`src/sv/bf_queue.sv`:
```
// Two-entry queue between front and back.
module bf_queue #(
    parameter int WIDTH = 8
) (
    input  logic             clk,
    input  logic             rst_n,
    input  logic             push,
    input  logic [WIDTH-1:0] wdata,
    output logic             full,
    input  logic             pop,
    output logic             nempty,
    output logic [WIDTH-1:0] rdata
);

    logic [WIDTH-1:0] ent_reg [2];
    logic             wp_reg, rp_reg;
    logic [1:0]       cnt_reg;

    assign full   = (cnt_reg == 2'd2);
    assign nempty = (cnt_reg != 2'd0);
    assign rdata  = ent_reg[rp_reg];

    // Pointers and fill count.
    always_ff @(posedge clk or negedge rst_n)
    begin
        if (!rst_n)
        begin
            wp_reg  <= 1'b0;
            rp_reg  <= 1'b0;
            cnt_reg <= 2'd0;
        end
        else
        begin
            if (push)
            begin
                wp_reg <= !wp_reg;
            end
            if (pop)
            begin
                rp_reg <= !rp_reg;
            end
            cnt_reg <= cnt_reg + {1'b0, push} - {1'b0, pop};
        end
    end

    always_ff @(posedge clk)
    begin
        if (push)
        begin
            ent_reg[wp_reg] <= wdata;
        end
    end

endmodule

```
`config.mk`:
```
export PLATFORM = sky130hd
export DESIGN_NAME = bf_queue
export DESIGN_NICKNAME = d
export VERILOG_FILES = /design/src/sv/bf_queue.sv
export SDC_FILE = /design/constraint.sdc
export NUM_CORES = 1
export LEC_CHECK = 0
export ABC_AREA = 1
export BUFFER_PORTS_ARGS = -buffer_cell sky130_fd_sc_hd__buf_4
export CORE_MARGIN = 3
export CORE_UTILIZATION = 49
export CTS_CLUSTER_SIZE = 30
export DETAILED_ROUTE_END_ITERATION = 8
export GPL_TIMING_DRIVEN = 0
export PLACE_DENSITY = 0.75
export SLEW_MARGIN = 20
export SYNTH_ARGS = -nofsm -noshare
export SYNTH_HDL_FRONTEND = slang
export SYNTH_SLANG_ARGS = --single-unit
```
`constraint.sdc`:
```
create_clock -name clk -period 1.4 [get_ports clk]
set_input_delay 0.14 -clock clk [delete_from_list [all_inputs] [get_ports clk]]
set_output_delay 0.14 -clock clk [all_outputs]
set_load 0.01 [all_outputs]
```
---- Word-level counts from Yosys, hierarchy flattened ----
Memories as Yosys holds them, arrays and structs flattened.
Index checks and enable logic that the tools add are counted.
cells by class
  add/sub/neg operators ................... 2
  equality and inequality tests ........... 1
  multiplexer cells ....................... 2
  reduce and logical (&&, ||, !) cells .... 3
operators by type and width
  cell                                         count
  adder 2 x 1 -> 2 bit                         1
  equality test 2 bit (second input constant)  1
  zero test 1 bit                              2
  2-to-1 mux 1 bit                             2
  nonzero test 2 bit                           1
  subtractor 2 x 1 -> 2 bit                    1
storage, ports and cells
  register bits after elaboration ......... 4
  bits in writable memories ............... 16
  input port bits ......................... 12
  output and inout bits ................... 10
  logic and storage cells ................. 12
  memories ................................ 1
memories
  memory   words  bits a word  read ports  clocked after memory_dff  wr ports  RTL line  source
  ent_reg  2      8            1           0                         1         15        logic [WIDTH-1:0] ent_reg [2];

---- Longest topological paths before layout ----
Gate-level depths: netlist of run 1.
  word-level depth ........................ 2
  depth in mapped cells ................... 7
  depth with buffers taken out ............ 7

---- Worst setup path after synthesis of run 1 ----
Ideal clock, no wire load.
  path type ............................... reg-to-reg
  start ................................... register wp_reg
  end ..................................... memory ent_reg[0][0], enable pin
  library setup time ...................... 0.370 ns
  arrival ................................. 0.774 ns
  required time ........................... 1.030 ns
  slack ................................... 0.256 ns
  cell stages (with the launch flop) ...... 2
  buffers on the path ..................... 0
  cells stage by stage .................... dfrtp_1 nor2_1
RTL lines
  element                 RTL line  source
  from (decl)             16        logic wp_reg, rp_reg;
  from (signal assigned)  36        wp_reg <= !wp_reg;
  to (decl)               15
No word-level cell before the write port.

---- Worst setup path after layout of run 1 ----
  start ................................... register rp_reg
  end ..................................... output rdata[1]
on the way
  longest elaborated chain between the ends .. 1
ends and longest elaborated chain
  element                  RTL line  source
  from (decl)              16
  from (signal assigned)   40        rp_reg <= !rp_reg;
  memory read (2 x 8 bit)  -
  to (decl)                12        output logic [WIDTH-1:0] rdata
No other way between the ends.

==> impl_metrics.toml, run 1 <==
[critical_path]
critPathCaptureType = "primary output"
worst-setup-path-type = "flop to primary output"
worst-r2r-setup-slack_ns = 0.26
timing.critical_path.fanout_max = 10
critical_path.max_stage_delay_ns = 0.38
worst-endpoint-arrival_ns = 1.19
worstPathCellList = "buf_6 -> buf_12 -> nand2_1 -> o21ai_0 -> buf_4"
startpoint_types = "flop"
timing.critical_path.required_ns = 1.26
cpMaxStageDelayCell = "dfrtp_1"

[cts]
clk_pin_slew_ns = 0.11
clock_path_buffers = 2
clkLatencyLatePin_ns = 0.28
total_cts_buffers = 3
clk_root_buffer_cell = "clkbuf_4"
tritoncts = "yes"
tritoncts_num_sinks = 20
h-tree-depth = 1

[route]
total_via_count_after_detailed_routing = 514
dr.first_iter.drc_count = 3
detail_route.wirelength_um = 1300
antenna_violating_nets_post_route = 0
drt_pre_antenna_iters = 2
routed_wire_length_per_instance_um = 11.7
drt-vias-per-instance = 4.63
drc_errors = 0

[timing]
timing.slew.headroom_pct = 71.8
timing.final.setup_violations = 0
finalHoldViolCount = 0
timing.fmax_ghz = 0.750
clock_skew_ns = 0.00711
setup_slack_ns = 0.0671
timing_worst_slew_pin_value_ns = 0.422
drv_slew = 0
finalCritPeriodShare_pct = 95.2
tns_ns = 0
period_minus_slack_ns = 1.33
unrepaired_setup_endpoints_after_global_routing = "true"

[yosys]
yosysSeqAreaShare_pct = 69.9
synth.avg_cell_area_um2 = 12.4
synthesis.area_um2 = 831
syn-instance-count = 67
ys_seq_elements = 20
syn-num-nets = 81
synth.yosys.warnings = 0
count_of_unique_library_cells_instantiated_by_yosys = 12

[floorplan]
fp.dieArea_um2 = 2230
dieHeight_um = 47.2
row_count = 14
num_io_pins = 22
coreArea_um2 = 1560
chipWidth_um = 47.2
initial_utilization_pct = 53.3

[job]
max_cap_viol_count = 0

[power_and_ir_drop]
worst_vdd_rail_ir_drop_mv = 1.12
static-leakage-power_uw = 0.000502
pwr_density_cell_nw_per_um2 = 1890

[placement]
buffer_ports.inserted = 21
post-place-ws_ns = 0.0405
globalplace.congestion = 0.712
dpl_wire_length_um = 969

[layout]
filler_cell_count = 121
final_nets = 110
antenna-diode-count = 0
area_growth_syn_to_layout_pct = 27.9
largest_register_ffs = 16
drive_above_1_share_pct = 33.7
final_util_pct = 68.1

[outcome]
status = "finished clean"

[global_route]
grt_util_all_layers_pct = 13.4
grt-ovfl-total = 0
grt_pass1_wl_um = 2010
grt_pass1_vias = 479
antenna_found_initial = 0
grt_start_max_net_pins = 12

[hold_path]
hold_path_class = "input pin to flop"
synth_stat cells (all sizes together):
| master | number | area, µm² |
|---|---|---|
| buf | 2 | 31.3 |
| dfrtp | 4 | 100 |
| edfxtp | 16 | 480 |
| ha | 2 | 25.0 |
| inv | 15 | 56.3 |
| nand2 | 15 | 56.3 |
| nand3 | 1 | 5.00 |
| nor2 | 2 | 7.51 |
| o21ai | 8 | 51.3 |
| xor2 | 2 | 17.5 |
final timing paths:
kind | end | cells past startpoint | from
setup / recovery | rdata[1] | 5 | rp_reg
hold / removal | ent_reg[0][2] | 1 | wdata[2]
setup reg to reg | ent_reg[0][4] | 1 | wp_reg
hold reg to reg | wp_reg | 1 | wp_reg
max in group asynchronous | cnt_reg[1] | 2 | rst_n
min in group asynchronous | cnt_reg[0] | 2 | rst_n
what timing repair did:
| item | 4_1_cts | 5_1_grt |
|---|---|---|
| endpoints found under the setup margin | 0 | 15 |
| hold endpoints to repair | 4 | 0 |
| hold buffers | 1 | 0 |
| gates resized for setup | 0 | 5 |
| buffers inserted | 0 | 2 |
layout by cell type, fill, tap and decap left out:
cell type	n
buf_4	23
edfxtp_1	16
inv_1	15
nand2_1	15
o21ai_1	4
dfrtp_1	4
o21ai_2	3
clkbuf_4	3
xor2_1	2
ha_1	2
nand3_1	1
buf_6	1
buf_12	1
o21ai_0	1
nor2_2	1
nor2_1	1
clkbuf_1	1
dlygate4sd3_1	1
metal layers:
metal	share of wire, %	track usage, %	vias to the layer above	routed length (µm)
met5	0	0	-	0
met4	1.1	3.31	0	14
met2	55	25.7	10	710
met3	3.6	3.45	2	46
li1	-	-	272	-
met1	40	14.5	230	523
critical path: cells and delay by family (launching register included):
family | cells | cell delay [ns]
buffers and inverters | 3 | 0.41
flip-flops | 1 | 0.38
AO/OA/AOI/OAI | 1 | 0.07
AND/OR/NAND/NOR | 1 | 0.05
kinds of logic after synthesis:
| kind of cell | share of synthesized area [%] |
|---|---|
| buf+inv | 10.5 |
| xor+xnor | 2.11 |
| fa+ha+maj | 3.01 |
| simple gates | 8.28 |
| flops | 69.9 |
| compound gates | 6.17 |
where the power goes:
part           leakage (µW)  internal, µW  switching [µW]
combinational      0.000290           440             433
clock             0.0000150           110             157
sequential         0.000197           808            57.7
metrics by stage:
| step | cells | cell area (µm²) | power (µW) | hold slack, ns |
|---|---|---|---|---|
| 2_1_floorplan | 67 | 831 | 1370 | -0.156 |
| 4_1_cts | 109 | 1040 | 1980 | 0.0264 |
| 3_5_place_dp | 104 | 1010 | 1710 | -0.0609 |
| 5_1_grt | 111 | 1060 | 2170 | 0.0155 |
| 6_report | 111 | 1060 | 2010 | 0.0312 |
| 3_3_place_gp | 104 | 1010 | 1680 | -0.0602 |
final cells by class:
class                   count  area, µm²  area share (%)
plain buffers               2       31.3            2.94
clock buffers               4       26.3            2.47
inverters                  15       56.3            5.30
multi-input cells          30        165            15.5
flip-flops and latches     20        581            54.7
well taps                  16       20.0            1.88
repair buffers             24        183            17.2
(Power assumes the default switching activity.)
==> run 2, diff against run 1 <==
SETUP_SLACK_MARGIN = 0.15   (was not set)
==> run 2 against run 1 <==
  * Via count unchanged
  * Design area unchanged
  * Clock skew about the same
  * Worst setup slack barely moved
==> impl_metrics.toml, run 2 (same netlist as run 1, synthesis figures left out) <==
[layout]
most_common_library_cell_in_the_layout_ignoring_fill_and_taps = "buf_4"
drive_above_1_share_pct = 33.7
leading_cell_types_in_the_layout_fill_and_taps_excluded = "23 x buf_4, 16 x edfxtp_1, 15 x inv_1, 15 x nand2_1"
final_nets = 110
largest_register_ffs = 16
area_growth_syn_to_layout_pct = 27.9
antenna-diode-count = 0
layoutNonFillerInstCount = 111
final_util_pct = 68.1

[global_route]
grt_start_max_net_pins = 12
grt_util_all_layers_pct = 13.4
grt-ovfl-total = 0
grt_pass1_wl_um = 2010
antenna_found_initial = 0
grt_pass1_vias = 482

[hold_path]
hold_path_class = "input pin to flop"
holdPathStages = 1

[cts]
clock_path_buffers = 2
h-tree-depth = 1
clk_root_buffer_cell = "clkbuf_4"
total_cts_buffers = 3
tritoncts_num_sinks = 20
clk_pin_slew_ns = 0.11
clkLatencyLatePin_ns = 0.28
tritoncts = "yes"

[route]
drt_pre_antenna_iters = 2
dr.first_iter.drc_count = 3
drc_errors = 0
total_via_count_after_detailed_routing = 514
antenna_violating_nets_post_route = 0
routed_wire_length_per_instance_um = 11.7
drt-vias-per-instance = 4.63
detail_route.wirelength_um = 1300

[critical_path]
worst-r2r-setup-slack_ns = 0.26
timing.critical_path.required_ns = 1.26
r2r.worst_path.cells = 1
worst-setup-path-type = "flop to primary output"
startpoint_types = "flop"
worst-endpoint-arrival_ns = 1.19
timing.critical_path.fanout_max = 10
critPathCaptureType = "primary output"

[floorplan]
fp.dieArea_um2 = 2230
dieHeight_um = 47.2
row_count = 14
initial_utilization_pct = 53.3
num_io_pins = 22
chipWidth_um = 47.2
coreArea_um2 = 1560

[timing]
timing.fmax_ghz = 0.750
tns_ns = 0
drv_slew = 0
timing_worst_slew_pin_value_ns = 0.422
hold_slack_ns = 0.0312
timing.final.setup_violations = 0
period_minus_slack_ns = 1.33
finalCritPeriodShare_pct = 95.2
clock_skew_ns = 0.00709
finalHoldViolCount = 0
unrepaired_setup_endpoints_after_global_routing = "true"
timing.slew.headroom_pct = 71.8

[outcome]
status = "finished clean"

[power_and_ir_drop]
worst_vdd_rail_ir_drop_mv = 1.12
pwr_density_cell_nw_per_um2 = 1890
static-leakage-power_uw = 0.000502

[placement]
buffer_ports.inserted = 21
dpl_wire_length_um = 969
place.detailed.instances = 104
globalplace.congestion = 0.712

[job]
max_cap_viol_count = 0
run 2: layout make-up:
cell class,count,area [µm²]
flip-flops and latches,20,581
fillers,119,497
repair buffers,24,183
multi-input cells,30,165
inverters,15,56.3
plain buffers,2,31.3
clock buffers,4,26.3
well taps,16,20.0
run 2: power breakdown:
group          internal, µW  total, µW  switching, µW
Combinational           440        872            432
Clock                   110        267            157
Sequential              808        865           57.8
Total                  1360       2000            647
run 2: routing by layer:
| layer | GRT usage (%) | up-vias | routed length, µm |
|---|---|---|---|
| met1 | 14.5 | 230 | 526 |
| met5 | 0 | - | 0 |
| met2 | 25.7 | 10 | 711 |
| li1 | - | 272 | - |
| met4 | 3.31 | 0 | 14 |
| met3 | 3.45 | 2 | 46 |
run 2: path summary, 6_finish.rpt:
kind | startpoint | to
max | rp_reg | rdata[1]
min | wdata[2] | ent_reg[0][2]
max reg2reg | wp_reg | ent_reg[0][4]
min reg2reg | wp_reg | wp_reg
max in group asynchronous | rst_n | cnt_reg[1]
min in group asynchronous | rst_n | cnt_reg[0]
run 2: metrics by stage:
stage	power, µW	area (µm²)	setup slack (ns)
after CTS	2020	1060	0.0303
after global placement	1680	1010	0.0910
after detailed placement	1710	1010	0.0405
after global routing	2170	1060	-0.0142
final	2000	1060	0.0675
after floorplan	1370	831	0.256
run 2: repair_timing:
action,in CTS,in global routing
endpoints found under the setup margin,16,8
hold endpoints to repair,4,0
hold buffers,1,0
gates resized for setup,1,4
setup buffers,2,0
run 2: critical path, cell delays in order (launching register included):
cell	delay [ns]
dfrtp_1	0.38
buf_6	0.14
buf_12	0.13
nand2_1	0.05
o21ai_0	0.07
buf_4	0.14
