$ cat src/sv/bf_pkg.sv
package bf_pkg;

    // Field widths fixed by the item format.
    localparam int FUNC_W  = 3;
    localparam int BIDX_W  = 11;
    localparam int KIND_W  = 2;
    localparam int FBITS_W = 15;
    localparam int HCNT_W  = 4;
    localparam int CFG_IDX_W = 1;
    localparam int CFG_DAT_W = 15;

    // Hash constants.
    localparam logic [31:0] FNV_BASIS = 32'h811C9DC5;
    localparam logic [31:0] FNV_PRIME = 32'h01000193;

    // Function codes of an input item.
    localparam logic [FUNC_W-1:0] FN_ADD   = 3'd0;
    localparam logic [FUNC_W-1:0] FN_TEST  = 3'd1;
    localparam logic [FUNC_W-1:0] FN_CLEAR = 3'd2;
    localparam logic [FUNC_W-1:0] FN_LOAD  = 3'd3;
    localparam logic [FUNC_W-1:0] FN_READ  = 3'd4;

    // Result kinds.
    localparam logic [KIND_W-1:0] RK_ADD   = 2'd0;
    localparam logic [KIND_W-1:0] RK_TEST  = 2'd1;
    localparam logic [KIND_W-1:0] RK_CLEAR = 2'd2;
    localparam logic [KIND_W-1:0] RK_READ  = 2'd3;

    // Configuration register indexes.
    localparam logic [CFG_IDX_W-1:0] REG_FILTER_BITS = 1'd0;
    localparam logic [CFG_IDX_W-1:0] REG_HASH_COUNT  = 1'd1;

    // Back-end operation codes.
    typedef enum logic [2:0] {
        OP_ADD,
        OP_TEST,
        OP_CLEAR,
        OP_LOAD,
        OP_READ
    } op_t;

    // One FNV-1a byte step.
    function automatic logic [31:0] fnv_step(input logic [31:0] h, input logic [7:0] b);
        logic [31:0] x;
        begin
            x = h ^ {24'd0, b};
            fnv_step = x * FNV_PRIME;
        end
    endfunction

    // Seeded accumulator for hash s: FNV-1a over the four bytes of s.
    function automatic logic [31:0] fnv_seed(input logic [31:0] s);
        logic [31:0] h;
        begin
            h = FNV_BASIS;
            for (int k = 0; k < 4; k++)
            begin
                h = fnv_step(h, s[8*k +: 8]);
            end
            fnv_seed = h;
        end
    endfunction

endpackage

$ cat src/sv/bf_if.sv
interface bf_in_if;
    import bf_pkg::*;
    logic              valid;
    logic              ready;
    logic [FUNC_W-1:0] func;
    logic [7:0]        key_byte;
    logic              key_last;
    logic [BIDX_W-1:0] byte_index;
    logic [7:0]        load_byte;
    modport source (output valid, func, key_byte, key_last, byte_index, load_byte,
                    input ready);
    modport sink   (input valid, func, key_byte, key_last, byte_index, load_byte,
                    output ready);
endinterface


$ cat src/sv/bf_front.sv
// Front part: takes input items, runs the hash accumulators, and hands
// finished operations to the queue.
module bf_front #(
    parameter int MAX_HASHES = 8
) (
    input  logic                     clk,
    input  logic                     rst_n,
    bf_in_if.sink                    in_ch,
    output logic                     q_push,
    input  logic                     q_full,
    output bf_pkg::op_t              q_op,
    output logic [bf_pkg::BIDX_W-1:0] q_idx,
    output logic [7:0]               q_byte,
    output logic [MAX_HASHES*32-1:0] q_hashes
);
    import bf_pkg::*;

    logic [31:0] acc_reg [MAX_HASHES];
    logic [31:0] acc_next [MAX_HASHES];
    logic        is_key;
    logic        take;

    assign in_ch.ready = !q_full;
    assign take        = in_ch.valid && !q_full;
    assign is_key      = (in_ch.func == FN_ADD) || (in_ch.func == FN_TEST);

    // Update every accumulator with the key byte; reseed after the last byte.
    always_comb
    begin
        for (int s = 0; s < MAX_HASHES; s++)
        begin
            acc_next[s] = fnv_step(acc_reg[s], in_ch.key_byte);
        end
    end

    always_ff @(posedge clk or negedge rst_n)
    begin
        if (!rst_n)
        begin
            for (int s = 0; s < MAX_HASHES; s++)
            begin
                acc_reg[s] <= fnv_seed(32'(s));
            end
        end
        else if (take && is_key)
        begin
            for (int s = 0; s < MAX_HASHES; s++)
            begin
                acc_reg[s] <= in_ch.key_last ? fnv_seed(32'(s)) : acc_next[s];
            end
        end
    end

    // Classify the item and push the operations that need the back part.
    always_comb
    begin
        q_push = 1'b0;
        q_op   = OP_ADD;
        case (in_ch.func)
            FN_ADD:
            begin
                q_op   = OP_ADD;
                q_push = take && in_ch.key_last;
            end
            FN_TEST:
            begin
                q_op   = OP_TEST;
                q_push = take && in_ch.key_last;
            end
            FN_CLEAR:
            begin
                q_op   = OP_CLEAR;
                q_push = take;
            end
            FN_LOAD:
            begin
                q_op   = OP_LOAD;
                q_push = take;
            end
            FN_READ:
            begin
                q_op   = OP_READ;
                q_push = take;
            end
            default:
            begin
                q_push = 1'b0;
            end
        endcase
        q_idx  = in_ch.byte_index;
        q_byte = in_ch.load_byte;
        for (int s = 0; s < MAX_HASHES; s++)
        begin
            q_hashes[s*32 +: 32] = acc_next[s];
        end
    end

endmodule

$ cat src/flat_wrapper.sv
// flat-port wrapper written by rule: the top's interface ports become plain ports
module bf_front_flat import bf_pkg::*;
#(
    parameter int MAX_HASHES = 8
)
  (clk, rst_n, q_push, q_full, q_op, q_idx, q_byte, q_hashes, in_ch_valid, in_ch_func, in_ch_key_byte, in_ch_key_last, in_ch_byte_index, in_ch_load_byte, in_ch_ready);
  bf_in_if in_ch_i ();
  input  logic clk;
  input  logic rst_n;
  output logic q_push;
  input  logic q_full;
  output bf_pkg::op_t q_op;
  output logic [bf_pkg::BIDX_W-1:0] q_idx;
  output logic [7:0] q_byte;
  output logic [MAX_HASHES*32-1:0] q_hashes;
  input wire logic [$bits(in_ch_i.valid)-1:0] in_ch_valid;
  input wire logic [$bits(in_ch_i.func)-1:0] in_ch_func;
  input wire logic [$bits(in_ch_i.key_byte)-1:0] in_ch_key_byte;
  input wire logic [$bits(in_ch_i.key_last)-1:0] in_ch_key_last;
  input wire logic [$bits(in_ch_i.byte_index)-1:0] in_ch_byte_index;
  input wire logic [$bits(in_ch_i.load_byte)-1:0] in_ch_load_byte;
  output wire logic [$bits(in_ch_i.ready)-1:0] in_ch_ready;
  assign in_ch_i.valid = in_ch_valid;
  assign in_ch_i.func = in_ch_func;
  assign in_ch_i.key_byte = in_ch_key_byte;
  assign in_ch_i.key_last = in_ch_key_last;
  assign in_ch_i.byte_index = in_ch_byte_index;
  assign in_ch_i.load_byte = in_ch_load_byte;
  assign in_ch_ready = in_ch_i.ready;
  bf_front #(.MAX_HASHES(MAX_HASHES)) u_core (.clk(clk), .rst_n(rst_n), .in_ch(in_ch_i), .q_push(q_push), .q_full(q_full), .q_op(q_op), .q_idx(q_idx), .q_byte(q_byte), .q_hashes(q_hashes));
endmodule
$ cat config.mk
export PLATFORM = sky130hd
export DESIGN_NAME = bf_front_flat
export DESIGN_NICKNAME = d
export VERILOG_FILES = /design/src/sv/bf_pkg.sv /design/src/sv/bf_if.sv /design/src/sv/bf_front.sv /design/src/flat_wrapper.sv
export SDC_FILE = /design/constraint.sdc
export NUM_CORES = 2
export LEC_CHECK = 0
export BUFFER_PORTS_ARGS = -buffer_cell sky130_fd_sc_hd__buf_4
export CORE_MARGIN = 5
export CORE_UTILIZATION = 45
export DETAILED_ROUTE_END_ITERATION = 16
export GPL_ROUTABILITY_DRIVEN = 1
export GPL_TIMING_DRIVEN = 0
export PLACE_DENSITY_LB_ADDON = 0.08
export SETUP_SLACK_MARGIN = 0.4
export SYNTH_ARGS = -nofsm -noshare
export SYNTH_HDL_FRONTEND = slang
export SYNTH_SLANG_ARGS = --single-unit
$ cat constraint.sdc
create_clock -name clk -period 12.4 [get_ports clk]
set_clock_uncertainty 0.2 [all_clocks]
set_input_delay 1.24 -clock clk [delete_from_list [all_inputs] [get_ports clk]]
set_output_delay 1.24 -clock clk [all_outputs]
set_load 0.03 [all_outputs]
After elaboration in Yosys (flattened, before gate mapping)
Cells that the tools add are included.
{"block": "word_totals", "ff_bits": 256, "wordCells": 46, "output_inout_bits": 280, "inputBits": 35}
{"block": "classes", "bitwise": 8, "muxes": 10, "n_eq_ne": 4, "n_reduce_logical": 8, "mul": 8}
{"op": "32-bit by 25-bit multiplier with 32-bit output, second input constant", "n": 8}
{"op": "32-bit 2-to-1 mux", "n": 8}
{"op": "32-bit by 8-bit bitwise XOR with 32-bit output", "n": 8}
{"op": "3-bit case mux with 4 select lines", "n": 1}
{"op": "3-bit by 2-bit equality test with 1-bit output, second input constant", "n": 2}
{"op": "3-bit by 1-bit equality test with 1-bit output, second input constant", "n": 1}
{"op": "3-bit equality test, second input constant", "n": 1}
{"op": "1-bit logical AND", "n": 3}
{"op": "3-bit zero test", "n": 1}
{"op": "3-bit OR reduction", "n": 1}
{"op": "1-bit case mux with 2 select lines", "n": 1}
{"op": "2-bit OR reduction", "n": 1}
{"op": "1-bit zero test", "n": 1}
{"op": "1-bit logical OR", "n": 1}

Depth between registers and ports, before layout
{"block": "logic_depth", "word_depth": 4, "depth_mapped": 25}

Least setup slack after synthesis
OpenSTA, ideal clock, no wires.
{"block": "synth_path", "path_kind": "in2out", "start": "input in_ch_key_byte[0]", "end": "output q_hashes[191]", "required_ns": 10.960, "slack_ns": 3.514, "stages": 21, "arrival_time_ns": 7.446, "path_cell_list": "clkbuf_1 -> xor2_1 -> ha_1 -> ha_1 -> ha_1 -> ha_1 -> fa_1 -> ha_1 -> inv_1 -> fa_1 -> inv_1 -> ha_1 -> and3_1 -> and3_1 -> a2111oi_4 -> o21ai_2 -> a221o_1 -> a41o_1 -> or4_1 -> a31oi_1 -> xnor2_1"}
{"block": "synth_between", "elab_chain_cells": 2}
{"item": "start: declaration", "line_no": "flat_wrapper.sv:18", "source": "input wire logic [$bits(in_ch_i.key_byte)-1:0] in_ch_key_byte;"}
{"item": "32-bit by 8-bit bitwise XOR with 32-bit output", "line_no": "bf_pkg.sv:46", "source": "x = h ^ {24'd0, b};"}
{"item": "32-bit by 25-bit multiplier with 32-bit output", "line_no": "bf_pkg.sv:47", "source": "fnv_step = x * FNV_PRIME;"}
{"item": "end: declaration", "line_no": "flat_wrapper.sv:15", "source": "output logic [MAX_HASHES*32-1:0] q_hashes;"}
Every way passes these cells.

Final worst setup path
{"block": "layout_path", "start": "input in_ch_key_byte[6]", "end": "output q_hashes[57]"}
The elaborated chain is that of the path after synthesis.

==> metrics.md <==
| Metric | Value |
|---|---|
| Count of maximum capacitance violations | 0 |
| GR Util All Layers | 23.50% |
| CP Launch Type | input pin |
| Setup repair after global routing missed its margin | no |
| Worst Hold Class | flop to flop |
| Count of unique library cells instantiated by Yosys | 75 |
| Post-synth net total | 7568 |
| Class of the most critical setup path | input pin to primary output |
| Synthesized area divided by synthesized cell count | 9.878 um2 |
| Crit share post-route | 83.53% |
| Post-Layout Cell Count | 7468 |
| Clk root buf | clkbuf_16 |
| Post-synth EDFFs | 0 |
| Startpoint of the lowest-slack register-to-register path | u_core.acc_reg[192]$_DFFE_PN0P_ |
| Die boundary width | 356.7 um |
| 1st-iter DRT viols | 1594 |
| Min cycle time layout | 10.36 ns |
| Antenna violations before repair | 2 |
| Highest Clock Rate | 96.54 MHz |
| Synthesized flop and latch total | 256 |
| Setup-violating endpoint count in the final report | 0 |
| Outcome | completed |
| Layout cells sized above 1 | 9.462% |
| Floorplan die area | 127200 um2 |
| DR DRC count | 0 |
| Latest clock arrival within the worst-skew pair | 0.64 ns |
| Core area | 119700 um2 |
| Final weighted congestion of routability-driven global placement | 0.8533 |
| Hold slack | 0.2935 ns |
| CP max FO | 10 |
| WL final | 146200 um |
| Instance count after placement with tap cells included | 7383 |
| Flip-flop count of the largest register, all copies and words added | 256 |
| Warnings, synthesis | 0 |
| Max-slew headroom | 9.655% |
| Cts hold-fix bufs | 0 |
| Starting density of the core | 45.21% |
| Initial DRT Pass Iterations | 5 |
| TritonCTS Sinks | 256 |
| Sequential element share of the synthesized area | 12.16% |
| Critical path's slowest cell | o31ai_1 |
| Required time of the critical path | 10.96 ns |
| Count of buffers added by post-CTS timing repair for setup | 0 |
| IO buf count | 290 |
| Area taken by multi-input logic gates | 41950 um2 |
| Series of cell instances along the critical path | clkbuf_1, buf_2, xor2_1, ha_1, fa_1, ha_1, fa_1, ha_1, inv_1, fa_1, inv_1, ha_1, a21oi_1, nor2b_1, o21ai_0, o211a_1, o31ai_1, a31o_2, a2111oi_0, nor4b_1, o21ai_1, xnor2_1, buf_4 |
| Maximum number of pins on one net before global-route repair | 98 |
| Chip Height | 356.7 um |
| Dominant cell type by count on the critical path | ha_1 |
| Count of instances resized after the clock tree is built | 0 |
| HPWL Detailed | 123900 um |
| Maximum root-to-sink buffer count | 3 |
| Layout Nets | 7910 |
| Total via count in the routed design | 38050 |
| Area delta synth->final | 10.87% |
| Overflow after GRT | 0 |
| Slew of the pin with the lowest slew margin | 1.351 ns |
| Average via count per standard cell | 5.095 |
| Clock tree from TritonCTS | yes |
| Cell area after synthesis | 54090 um2 |
| Wire per inst | 19.58 um |
| Worst stage delay on the critical path | 0.88 ns |
| Hold violation total from the final report | 0 |
| Detail Route Antenna Nets | 0 |
| Final sum of negative setup slack | 0 ns |
| Count of mapped cells out of synthesis | 5476 |
| Beginning of the worst hold path | u_core.acc_reg[160]$_DFFE_PN1P_ |
| Wire length of the first global-routing pass | 231200 um |
| Number of top-level pins | 315 |
| Proportion of synthesized flip-flops having asynchronous set or reset | 100.0% |
| Vias in the first global route | 40190 |
| Dominant register cell in the synthesized netlist | dfstp_2 |
| FF+latch area | 6579 um2 |
| Reg clk slew, reported paths | 0.05 ns |
| CTS Buf Count | 45 |
| Type of element capturing the critical path | primary output |
| WP data arrival | 8.92 ns |
| Final-report max-slew violation count | 0 |
| Launching instance or port of the critical path | in_ch_key_byte[6] |
| Number of core rows | 127 |
| Filler Cells Inserted | 11390 |
| Number of levels in the clock H-tree | 2 |
critical path: cells and delay by family:
kind,cells,cell delay (ns)
buffers and inverters,5,1.55
XOR/XNOR,2,0.81
adder cells (fa/ha/maj),7,2.60
AND/OR/NAND/NOR,2,0.78
AO/OA/AOI/OAI,7,1.88
layer usage:
layer	global-route usage (%)	part of all wire (%)
met1	31.84	46
met2	38.30	45
met3	4.304	4.8
met4	7.279	3.5
met5	0	0
cells by family after synthesis:
family / synth area share, %
AOI/OAI and AO/OA: 10.55
xor gates and xnor gates: 6.898
adders and majority gates: 55.77
buffers and inverters: 10.33
DFF: 12.16
muxes: 0.05552
and+or+nand+nor: 4.235
synth_stat cells, types with 19 or more instances:
library cell / count / area share (%)
a211oi_1: 28 / 0.39
a21o_1: 91 / 1.3
a21oi_1: 158 / 1.5
a22o_1: 109 / 1.8
and2_1: 23 / 0.27
and3_1: 27 / 0.31
buf_4: 19 / 0.26
clkbuf_1: 53 / 0.37
dfrtp_1: 118 / 5.5
dfstp_2: 138 / 6.7
fa_1: 590 / 22
ha_1: 1467 / 34
inv_1: 1378 / 9.6
nand2_1: 111 / 0.77
nand2b_1: 24 / 0.28
nand3_1: 32 / 0.30
nand4_1: 19 / 0.22
nor2_1: 128 / 0.89
nor2b_1: 25 / 0.29
nor3_1: 41 / 0.38
o21a_1: 41 / 0.57
o21ai_0: 70 / 0.65
o21ai_1: 38 / 0.35
o21bai_1: 21 / 0.29
o22a_1: 129 / 2.1
xnor2_1: 267 / 4.3
xor2_1: 159 / 2.6
path summary, 6_finish.rpt:
check / end / slack (ns) / depth (start not counted)
setup / recovery: q_hashes[57] / 2.04 / 23
hold / removal: u_core.acc_reg[160]$_DFFE_PN1P_ / 0.29 / 2
setup reg to reg: u_core.acc_reg[222]$_DFFE_PN1P_ / 4.92 / 21
hold reg to reg: u_core.acc_reg[160]$_DFFE_PN1P_ / 0.29 / 2
max in group asynchronous: u_core.acc_reg[86]$_DFFE_PN0P_ / 10.16 / 3
min in group asynchronous: u_core.acc_reg[209]$_DFFE_PN0P_ / 0.38 / 1
layout make-up:
| type | count | share of cell area, % |
|---|---|---|
| buffer | 91 | 0.7073 |
| antenna | 1 | 0.004173 |
| tap | 1612 | 3.363 |
| clock buffer | 69 | 2.299 |
| inverter | 1378 | 8.625 |
| clock inverter | 15 | 0.3067 |
| timing repair buffer | 295 | 3.785 |
| multi-input combinational | 3751 | 69.94 |
| sequential | 256 | 10.97 |
cell usage in the layout, fill, tap and decap left out, types with 70 or more instances in the layout:
master   count
fa_1       590
xnor2_1    267
xor2_1     158
o21ai_0     70
nor2_1     128
a21oi_1    158
nand2_1    111
buf_4      309
a21o_1      91
a22o_1     109
dfstp_2    138
ha_1      1467
o22a_1     129
inv_1     1378
dfrtp_1    118
metrics by stage:
step / worst slack, ns / util (%) / instance area [um2]
floorplan: 3.514 / - / 54090
CTS: 1.826 / 50.12 / 59970
global placement: 1.128 / 48.71 / 58290
global route: 1.502 / 50.12 / 59970
finish: 2.042 / 50.12 / 59970
detailed placement: 1.855 / 48.81 / 58410
Power is left out: the tool's default activity adds up to more than one toggle a clock period on the data nets, which glitch-free logic cannot reach.
